<file path="src/design/tcw_pkg.sv">
// shared types, constants and helpers for the text console writer
`timescale 1ns / 1ps

package tcw_pkg;

   localparam int CMD_W   = 2;
   localparam int BYTE_W  = 8;
   localparam int CELL_W  = 16;
   localparam int OROW_W  = 5;
   localparam int OCOL_W  = 7;

   localparam logic [BYTE_W-1:0] SPACE_CHAR   = 8'h20;
   localparam logic [BYTE_W-1:0] NEWLINE_CHAR = 8'h0A;
   localparam logic [BYTE_W-1:0] CHAR_B       = 8'h42;
   localparam logic [BYTE_W-1:0] CHAR_U       = 8'h55;
   localparam logic [BYTE_W-1:0] CHAR_G       = 8'h47;
   localparam logic [BYTE_W-1:0] ALARM_ATTR   = 8'h04;
   localparam logic [BYTE_W-1:0] RESET_COLOR  = 8'h07;

   typedef enum logic [CMD_W-1:0] {
      CMD_PUT_CHAR = 2'd0,
      CMD_PUT_CELL = 2'd1,
      CMD_SCROLL   = 2'd2,
      CMD_READ     = 2'd3
   } cmd_type;

   // controller to datapath
   typedef struct packed {
      logic accept;
      logic take_read;
      logic bug_step;
      logic copy_step;
      logic fill_step;
      logic fill_reset;
      logic load_rsp;
   } dp_cmd_type;

   // datapath to controller
   typedef struct packed {
      logic go_read;
      logic go_bug;
      logic go_copy;
      logic go_fill;
      logic copy_done;
      logic fill_done;
      logic bug_done;
   } dp_status_type;

   // red error marker written into the first three cells
   function automatic logic [CELL_W-1:0] bug_cell(input logic [1:0] idx);
      logic [CELL_W-1:0] marker;
      case (idx)
         2'd0: begin
            marker = {ALARM_ATTR, CHAR_B};
         end
         2'd1: begin
            marker = {ALARM_ATTR, CHAR_U};
         end
         default: begin
            marker = {ALARM_ATTR, CHAR_G};
         end
      endcase
      return marker;
   endfunction

endpackage

</file>
<file path="src/design/tcw_controller.sv">
// command sequencer and response handshake for the text console writer
`timescale 1ns / 1ps

module tcw_controller (
   input  logic                   clock,
   input  logic                   reset,
   input  logic                   req_valid,
   output logic                   req_ready,
   output logic                   rsp_valid,
   input  logic                   rsp_ready,
   input  tcw_pkg::dp_status_type stat,
   output tcw_pkg::dp_cmd_type    ctl
);
   import tcw_pkg::*;

   typedef enum logic [6:0] {
      S_CLEAR = 7'b0000001,
      S_IDLE  = 7'b0000010,
      S_READ  = 7'b0000100,
      S_BUG   = 7'b0001000,
      S_COPY  = 7'b0010000,
      S_FILL  = 7'b0100000,
      S_EMIT  = 7'b1000000
   } state_type;

   state_type state_ff, state_in;
   logic      rsp_valid_ff, rsp_valid_in;
   logic      out_free;
   logic      accept;

   assign out_free  = !rsp_valid_ff || rsp_ready;
   assign req_ready = (state_ff == S_IDLE);
   assign accept    = req_valid && req_ready;
   assign rsp_valid = rsp_valid_ff;

   always_comb begin
      state_in       = state_ff;
      ctl            = '0;
      ctl.accept     = accept;
      case (state_ff)
         S_CLEAR: begin
            ctl.fill_step  = 1'b1;
            ctl.fill_reset = 1'b1;
            if (stat.fill_done) begin
               state_in = S_IDLE;
            end
         end
         S_IDLE: begin
            if (accept) begin
               if (stat.go_read) begin
                  state_in = S_READ;
               end else if (stat.go_bug) begin
                  state_in = S_BUG;
               end else if (stat.go_copy) begin
                  state_in = S_COPY;
               end else if (stat.go_fill) begin
                  state_in = S_FILL;
               end else if (out_free) begin
                  ctl.load_rsp = 1'b1;
               end else begin
                  state_in = S_EMIT;
               end
            end
         end
         S_READ: begin
            ctl.take_read = 1'b1;
            ctl.load_rsp  = out_free;
            state_in      = out_free ? S_IDLE : S_EMIT;
         end
         S_BUG: begin
            ctl.bug_step = 1'b1;
            if (stat.bug_done) begin
               ctl.load_rsp = out_free;
               state_in     = out_free ? S_IDLE : S_EMIT;
            end
         end
         S_COPY: begin
            // last step only drains the pending write
            ctl.copy_step = 1'b1;
            if (stat.copy_done) begin
               state_in = S_FILL;
            end
         end
         S_FILL: begin
            ctl.fill_step = 1'b1;
            if (stat.fill_done) begin
               ctl.load_rsp = out_free;
               state_in     = out_free ? S_IDLE : S_EMIT;
            end
         end
         S_EMIT: begin
            if (out_free) begin
               ctl.load_rsp = 1'b1;
               state_in     = S_IDLE;
            end
         end
         default: begin
            state_in = S_IDLE;
         end
      endcase
   end

   always_comb begin
      rsp_valid_in = rsp_valid_ff;
      if (ctl.load_rsp) begin
         rsp_valid_in = 1'b1;
      end else if (rsp_ready) begin
         rsp_valid_in = 1'b0;
      end
   end

   always_ff @(posedge clock) begin
      if (reset) begin
         state_ff     <= S_CLEAR;
         rsp_valid_ff <= 1'b0;
      end else begin
         state_ff     <= state_in;
         rsp_valid_ff <= rsp_valid_in;
      end
   end

endmodule

</file>
<file path="config.mk">
export PLATFORM = sky130hd
export DESIGN_NAME = tcw_controller
export DESIGN_NICKNAME = d
export VERILOG_FILES = /design/src/design/tcw_pkg.sv /design/src/design/tcw_controller.sv
export SDC_FILE = /design/constraint.sdc
export NUM_CORES = 1
export LEC_CHECK = 0
export BUFFER_PORTS_ARGS = -buffer_cell sky130_fd_sc_hd__buf_2
export CAP_MARGIN = 30
export CORE_UTILIZATION = 30
export DETAILED_ROUTE_END_ITERATION = 10
export SLEW_MARGIN = 20
export SYNTH_ARGS = -nofsm -noshare
export SYNTH_HDL_FRONTEND = slang
export SYNTH_SLANG_ARGS = --single-unit
</file>
<file path="constraint.sdc">
create_clock -name clock -period 2.9 [get_ports clock]
set_input_delay 0.145 -clock clock [delete_from_list [all_inputs] [get_ports clock]]
set_output_delay 0.145 -clock clock [all_outputs]
set_load 0.03 [all_outputs]
</file>
* Word level (Yosys, flattened, before mapping) *
Cells that the tools add are included.

storage, ports and cells
  flip-flop bits (word level) = 8
  bits in latches = 0
  memory bits (writable) = 0
  bits in read-only memories = 0
  input bits = 11
  output and inout port bits = 9
  word-level logic and storage cells = 51
  memories = 0

operators by class
  $add $sub $neg = 0
  multiply operators = 0
  div/mod/pow operators = 0
  $lt $le $gt $ge = 0
  equality and inequality tests = 14
  shifts and indexed selects = 0
  muxes and demuxes = 29
  bitwise operators = 0
  reduce and logical (&&, ||, !) cells = 6

operators by type and width
  cell                                                                    number
  7-bit 2-to-1 mux                                                        12
  7-bit one-hot mux with 7 select lines                                   1
  1-bit 2-to-1 mux                                                        15
  2-bit != test (second input constant)                                   5
  7-bit by 1-bit equality test with 1-bit output (second input constant)  1
  7-bit by 2-bit equality test with 1-bit output (second input constant)  1
  7-bit by 3-bit equality test with 1-bit output (second input constant)  1
  7-bit by 4-bit equality test with 1-bit output (second input constant)  1
  7-bit by 5-bit equality test with 1-bit output (second input constant)  1
  7-bit by 6-bit equality test with 1-bit output (second input constant)  1
  7-bit equality test (second input constant)                             1
  7-bit AND reduction                                                     1
  6-bit != test (second input constant)                                   1
  1-bit one-hot mux with 5 select lines                                   1
  2-bit by 1-bit != test with 1-bit output (second input constant)        1
  2-bit nonzero test                                                      1
  2-bit OR reduction                                                      1
  1-bit logical AND                                                       1
  1-bit logical NOT                                                       1
  1-bit logical OR                                                        1

* Depth between registers and ports, before layout *
Gate-level depths: netlist of run 1.

  word-level depth = 10
  gate-level depth with buffers = 9
  mapped depth without buffers = 7

* Least setup slack after synthesis of run 1 *
OpenSTA, ideal clock, no wires.

  path type = reg-to-reg
  start point = register state_ff[1]
  end point = register state_ff[1]
  setup time = 0.127 ns
  data arrival time = 2.306 ns
  required time = 2.773 ns
  path slack = 0.466 ns
  cell stages (with the launch flop) = 6
  path buffers = 1
  clock period less this slack = 2.434 ns
  path through = dfxtp_1 -> clkbuf_1 -> or3_1 -> nor4_1 -> or4b_2 -> a21oi_1

on the way
  longest elaborated chain between the ends = 4
  elaborated cells on any way between the ends = 17
  classes of those cells = eq/ne: 14; mux: 1; reduce/logical: 2

ends and longest elaborated chain
  what                                                RTL line                                    source
  start: declaration                                  tcw_controller.sv:26                        state_type state_ff, state_in;
  start signal: assignment                            tcw_controller.sv:117                       state_ff <= state_in;
  7-bit by 2-bit equality test with 1-bit output      tcw_controller.sv:32, tcw_controller.sv:40
  1-bit logical AND                                   tcw_controller.sv:33                        assign accept = req_valid && req_ready;
  2-bit by 1-bit != test with 1-bit output (no line)  n/a
  7-bit AND reduction (no line)                       n/a

Parallel ways exist; a longest one is shown, timed or not.
A chain may end at the register's enable or synchronous reset.

==> flow_summary_export.csv, run 1 <==
group,metric,value,unit
sta,worst_pin_slew,0.5395,ns
sta,skew,0.003986,ns
yosys,avgSynthCellArea,7.883,um2
worst_hold_path,hp-class,"in -> reg",
sta,setup_violations,0,
clock_tree,insertion_delay,0.25,ns
yosys,syn-instance-count,80,
critical_path,cpMaxStageDelayCell,"or4_4",
yosys,yosys.area_share.simple,41.87,%
critical_path,worstSetupStartpointType,"flop",
global_routing,antenna_found_initial,0,
place,dp_hpwl,1123,um
run_status,outcome,"finished, final reports clean",
global_routing,grt_pass1_wl,2159,um
sta,maxSlewViolCount,0,
clock_tree,cts_tree,"done",
yosys,synth_top_family_by_area,"simple AND/OR/NAND/NOR gates",
critical_path,cp_max_fo,8,
detailed_routing,drt-initial-drc-count,11,
sta,holdWs,0.1543,ns
detailed_routing,drc,0,
finish,layout.nets,107,
floorplan,die_height,47.85,um
yosys,synthMuxAreaShare,1.587,%
flow_run,cap_violations,0,
critical_path,crit_cells,6,
detailed_routing,wl,1448,um
floorplan,die_width,47.85,um
yosys,synth_compound_area_share,16.87,%
power,p_leak,0.0002954,uW
clock_tree,clk_pin_slew,0.06,ns
clock_tree,cts_max_path_buffers,2,
yosys,synth-main-ff-cell,"dfxtp_1",
place,routabilityCongestion,0.8315,
yosys,synth_top_area_share,25.40,%
power,powerDensity,405.0,nW/um2
yosys,seq_area_frac_synth,25.40,%
yosys,synth-edff-count,0,
place,port_buffers,19,
sta,hold_viol_final,0,
power,peakVddDrop,177.6,uV
sta,fmax,0.3749,GHz
floorplan,fp.dieArea,2289,um2
critical_path,crit_path_cell_trace,"or4_4, or4b_4, nor3_1, a311oi_1, nor2_1, buf_2",
clock_tree,holdBufCountCts,0,
yosys,syn_nets,91,
sta,min_period,2.668,ns
floorplan,start_util,32.14,%
finish,drive_gt1_share,30.85,%
critical_path,crit_required,2.76,ns
critical_path,slowest_delay,0.60,ns
floorplan,io_pins,20,
yosys,yosysUniqueCellTypes,38,
global_routing,grtUsageTotal,13.71,%
sta,rsz0062_at_grt,"false",
yosys,yosysMostFrequentCell,"dfxtp_1",
critical_path,cpLargestDelayFamily,"simple AND/OR/NAND/NOR gates",
global_routing,grt_pass1_vias,503,
floorplan,row_count,16,
detailed_routing,vias,641,
worst_hold_path,min_path_cells,3,
critical_path,r2r_cells,7,
yosys,yosysWarnings,0,
floorplan,design.core.area,1962,um2
yosys,ys_async_sr_fraction,0,%
sta,relSlewSlack,63.70,%
critical_path,arrival,2.52,ns
finish,syn_to_final_growth,15.67,%
finish,nFillCells,239,
yosys,synthAdderAreaFrac,0,%
clock_tree,root_buffer,"clkbuf_4",
finish,diodes,0,
detailed_routing,dr.pass1.iters,4,
detailed_routing,post_drt_wl_per_cell,11.97,um
global_routing,grt_max_degree,11,
yosys,netlist_top_cells_count,"dfxtp_1 (8), nor2_1 (7), nand2b_1 (5)",
sta,fin_crit_sh,91.98,%
yosys,synth-xor-area-share,2.778,%
critical_path,worstSetupPathType,"reg -> out",
yosys,synth_seq_cells,8,
yosys,yosysTopAreaCell,"dfxtp_1",
yosys,synthesis.area,630.6,um2
yosys,synth_area_leaders,"dfxtp_1 (25%), nand2b_1 (5.0%), nor2_1 (4.2%), or3_1 (4.0%), buf_6 (3.6%)",
global_routing,grt_overflow,0,
sta,fin_setup_tns,0,ns
detailed_routing,ant_nets,0,
clock_tree,htree_num_levels,1,
detailed_routing,routed_via_density,5.298,
clock_tree,post_cts.repair.setup_buffers,0,
critical_path,cp_num_buf_inv,1,
clock_tree,cts-resized-gates,0,
clock_tree,clkSinkCount,8,
critical_path,critPathCaptureType,"primary output",
clock_tree,cts_inserted_buffers,3,
[power by group]
part	switching (uW)	internal (uW)	leakage (uW)
clock network	38.0	47.4	0.0000138
registers	9.92	115	0.0000652
logic	51.3	33.9	0.000216
total	99.2	196	0.000295
[layer usage]
layer	up-vias	routed length, um	part of all wire (%)	GRT usage [%]
met5	-	0	0	0
met4	0	16	1.1	6.667
met3	2	36	2.5	1.132
met2	16	640	44	20.54
met1	299	754	52	19.51
li1	324	-	-	-
[metrics by stage]
stage | utilization (%) | area [um2] | setup slack (ns) | instances | total power, uW
global placement | 36.03 | 706.9 | 0.6051 | 118 | 212.7
floorplan | - | 630.6 | 0.4663 | 80 | 193.0
finish | 37.18 | 729.5 | 0.2325 | 121 | 295.4
CTS | 37.18 | 729.5 | 0.2469 | 121 | 299.4
detailed placement | 36.03 | 706.9 | 0.5387 | 118 | 212.3
global route | 37.18 | 729.5 | 0.1264 | 121 | 315.5
[path summary, 6_finish.rpt]
check,startpoint,end,slack (ns)
max,state_ff[4],ctl[0],0.23
min,stat[6],state_ff[2],0.15
max reg2reg,state_ff[4],state_ff[6],0.67
min reg2reg,state_ff[4],state_ff[4],0.55
[sequential cells by signal, indices dropped and copies added, names as in the netlist]
| register | cells |
|---|---|
| state_ff | 7 |
| rsp_valid | 1 |
[cell families (layout without fill, tap and decap cells)]
group           Yosys count  in the layout
flops                     8              8
mux                       1              1
compound gates           15             15
xor+xnor                  2              2
simple gates             42             42
buf+inv                  12             26
[cell usage in the layout, fill, tap and decap left out, types with 3 or more instances in the layout]
master     n
inv_1      3
nand2_1    4
a21oi_1    4
nand2b_1   5
buf_2     19
nor3_1     4
nor2_1     7
clkbuf_4   3
or3_1      4
dfxtp_1    8
[worst register-to-register path, delay by kind of cell (launching register included)]
kind | cells | cell delay, ns
buf+inv | 1 | 0.08
flops | 1 | 0.36
mux | 1 | 0.20
simple gates | 5 | 1.47
[cell type report]
class,count,area [um2],share of cell area [%]
well taps,27,33.78,4.631
flip-flops and latches,8,160.2,21.96
multi-input cells,60,397.9,54.55
inverters,4,20.02,2.744
repair buffers,19,95.09,13.04
clock buffers,3,22.52,3.087
No activity file was read; power rests on OpenSTA's default activity.
==> run 2: changes to the inputs <==
Settings changed: CORE_UTILIZATION 30 to 45, PLACE_DENSITY set to 0.72.
==> flow_summary_export.csv, run 2 (synthesis results as in run 1) <==
group,metric,value,unit
detailed_routing,post_drt_wl_per_cell,13.17,um
sta,fin_setup_tns,0,ns
clock_tree,cts-resized-gates,0,
floorplan,die_height,39.44,um
sta,fmax,0.3774,GHz
sta,setup_violations,0,
place,dp_hpwl,1042,um
finish,layout_common_cells,"buf_2 (19), dfxtp_1 (8), nor2_1 (7)",
critical_path,ff2ff_setup_slack,0.65,ns
floorplan,row_count,13,
floorplan,io_pins,20,
sta,min_period,2.650,ns
sta,relSlewSlack,62.22,%
clock_tree,cts_tree,"done",
clock_tree,holdBufCountCts,0,
global_routing,grt_pass1_wl,2152,um
clock_tree,clkSinkCount,8,
critical_path,critPathCaptureType,"primary output",
finish,nFillCells,143,
floorplan,die_width,39.44,um
worst_hold_path,min_to,"state_ff[2]",
critical_path,rr_endpoint,"state_ff[6]",
critical_path,cp_max_fo,8,
detailed_routing,routed_via_density,5.954,
clock_tree,htree_num_levels,1,
finish,final_common_cell,"buf_2",
sta,skew,0.007180,ns
global_routing,antenna_found_initial,0,
worst_hold_path,hp-class,"in -> reg",
detailed_routing,ant_nets,0,
flow_run,cap_violations,0,
critical_path,slowest_delay,0.61,ns
clock_tree,post_cts.repair.setup_buffers,0,
finish,top_register,"state_ff",
floorplan,design.core.area,1301,um2
power,p_leak,0.0002954,uW
global_routing,grt_max_degree,11,
sta,hold_viol_final,0,
place,routabilityCongestion,0.8418,
worst_hold_path,min_path_cells,3,
global_routing,grt_overflow,0,
finish,layout.nets,107,
critical_path,worstSetupStartpointType,"flop",
clock_tree,clk_pin_slew,0.06,ns
critical_path,reg2reg_from,"state_ff[4]",
detailed_routing,drc,0,
critical_path,cpMaxStageDelayCell,"or4_4",
sta,holdWs,0.1368,ns
detailed_routing,vias,649,
detailed_routing,drt-initial-drc-count,22,
critical_path,arrival,2.50,ns
place,port_buffers,19,
place,pre_cts_slack,0.5671,ns
power,peakVddDrop,205.0,uV
critical_path,crit_path_cell_trace,"or4_4, or4b_4, nor3_1, a311oi_1, nor2_1, buf_2",
clock_tree,root_buffer,"clkbuf_4",
power,powerDensity,417.9,nW/um2
finish,diodes,0,
sta,maxSlewViolCount,0,
run_status,outcome,"finished, final reports clean",
worst_hold_path,hold_path.startpoint,"stat[6]",
sta,fin_crit_sh,91.37,%
critical_path,crit_required,2.76,ns
clock_tree,insertion_delay,0.26,ns
finish,drive_gt1_share,30.85,%
critical_path,r2r_cells,7,
floorplan,fp.dieArea,1555,um2
critical_path,worstSetupPathType,"reg -> out",
detailed_routing,wl,1435,um
clock_tree,cts_inserted_buffers,3,
finish,syn_to_final_growth,13.29,%
global_routing,grt_pass1_vias,503,
sta,rsz0062_at_grt,"false",
detailed_routing,dr.pass1.iters,4,
floorplan,start_util,48.46,%
finish,largest_reg_flops,7,
power,p_total,298.5,uW
sta,setup_slack,0.2503,ns
global_routing,grtUsageTotal,20.97,%
sta,worst_pin_slew,0.5616,ns
clock_tree,cts_max_path_buffers,2,
-- run 2: cell counts in the layout (fill, tap and decap cells not counted) --
Identical to the previous run, type by type.
-- run 2: cell type report --
class                           instances  area, um2  area share, %
Timing Repair Buffer                   19      95.09          13.31
Clock buffer                            3      22.52          3.152
Tap cell                               15      18.77          2.627
Inverter                                4      20.02          2.802
Sequential cell                         8      160.2          22.42
Multi-Input combinational cell         60      397.9          55.69
-- run 2: metrics by stage --
step	cell area (um2)	cells	util [%]
global placement	691.9	106	53.17
global route	714.4	109	54.90
detailed placement	691.9	106	53.17
floorplan	630.6	80	-
finish	714.4	109	54.90
CTS	714.4	109	54.90
-- run 2: routing by layer --
layer / global-route usage, % / wire length (um)
met2: 28.69 / 619
met3: 6.818 / 90
met5: 0 / 0
met1: 28.67 / 704
met4: 10.34 / 19
-- run 2: how the worst max path moves through the flow --
| stage | startpoint | endpoint |
|---|---|---|
| floorplan | state_ff[1] | state_ff[1] |
| global placement | state_ff[4] | ctl[0] |
| detailed placement | state_ff[4] | ctl[0] |
| CTS | state_ff[4] | ctl[0] |
| global route | state_ff[4] | ctl[0] |
| finish | state_ff[4] | ctl[0] |
-- run 2: where the power goes --
part / internal (uW) / switching [uW] / total [uW]
Combinational: 34.0 / 51.4 / 85.4
Clock: 47.5 / 40.3 / 87.9
Sequential: 115 / 10.3 / 125
Total: 196 / 102 / 299
-- run 2: critical path, delay by kind of cell (launching register included) --
family / cells / cell delay (ns)
AO/OA/AOI/OAI: 1 / 0.18
AND/OR/NAND/NOR: 4 / 1.50
buffers and inverters: 1 / 0.20
flip-flops: 1 / 0.36
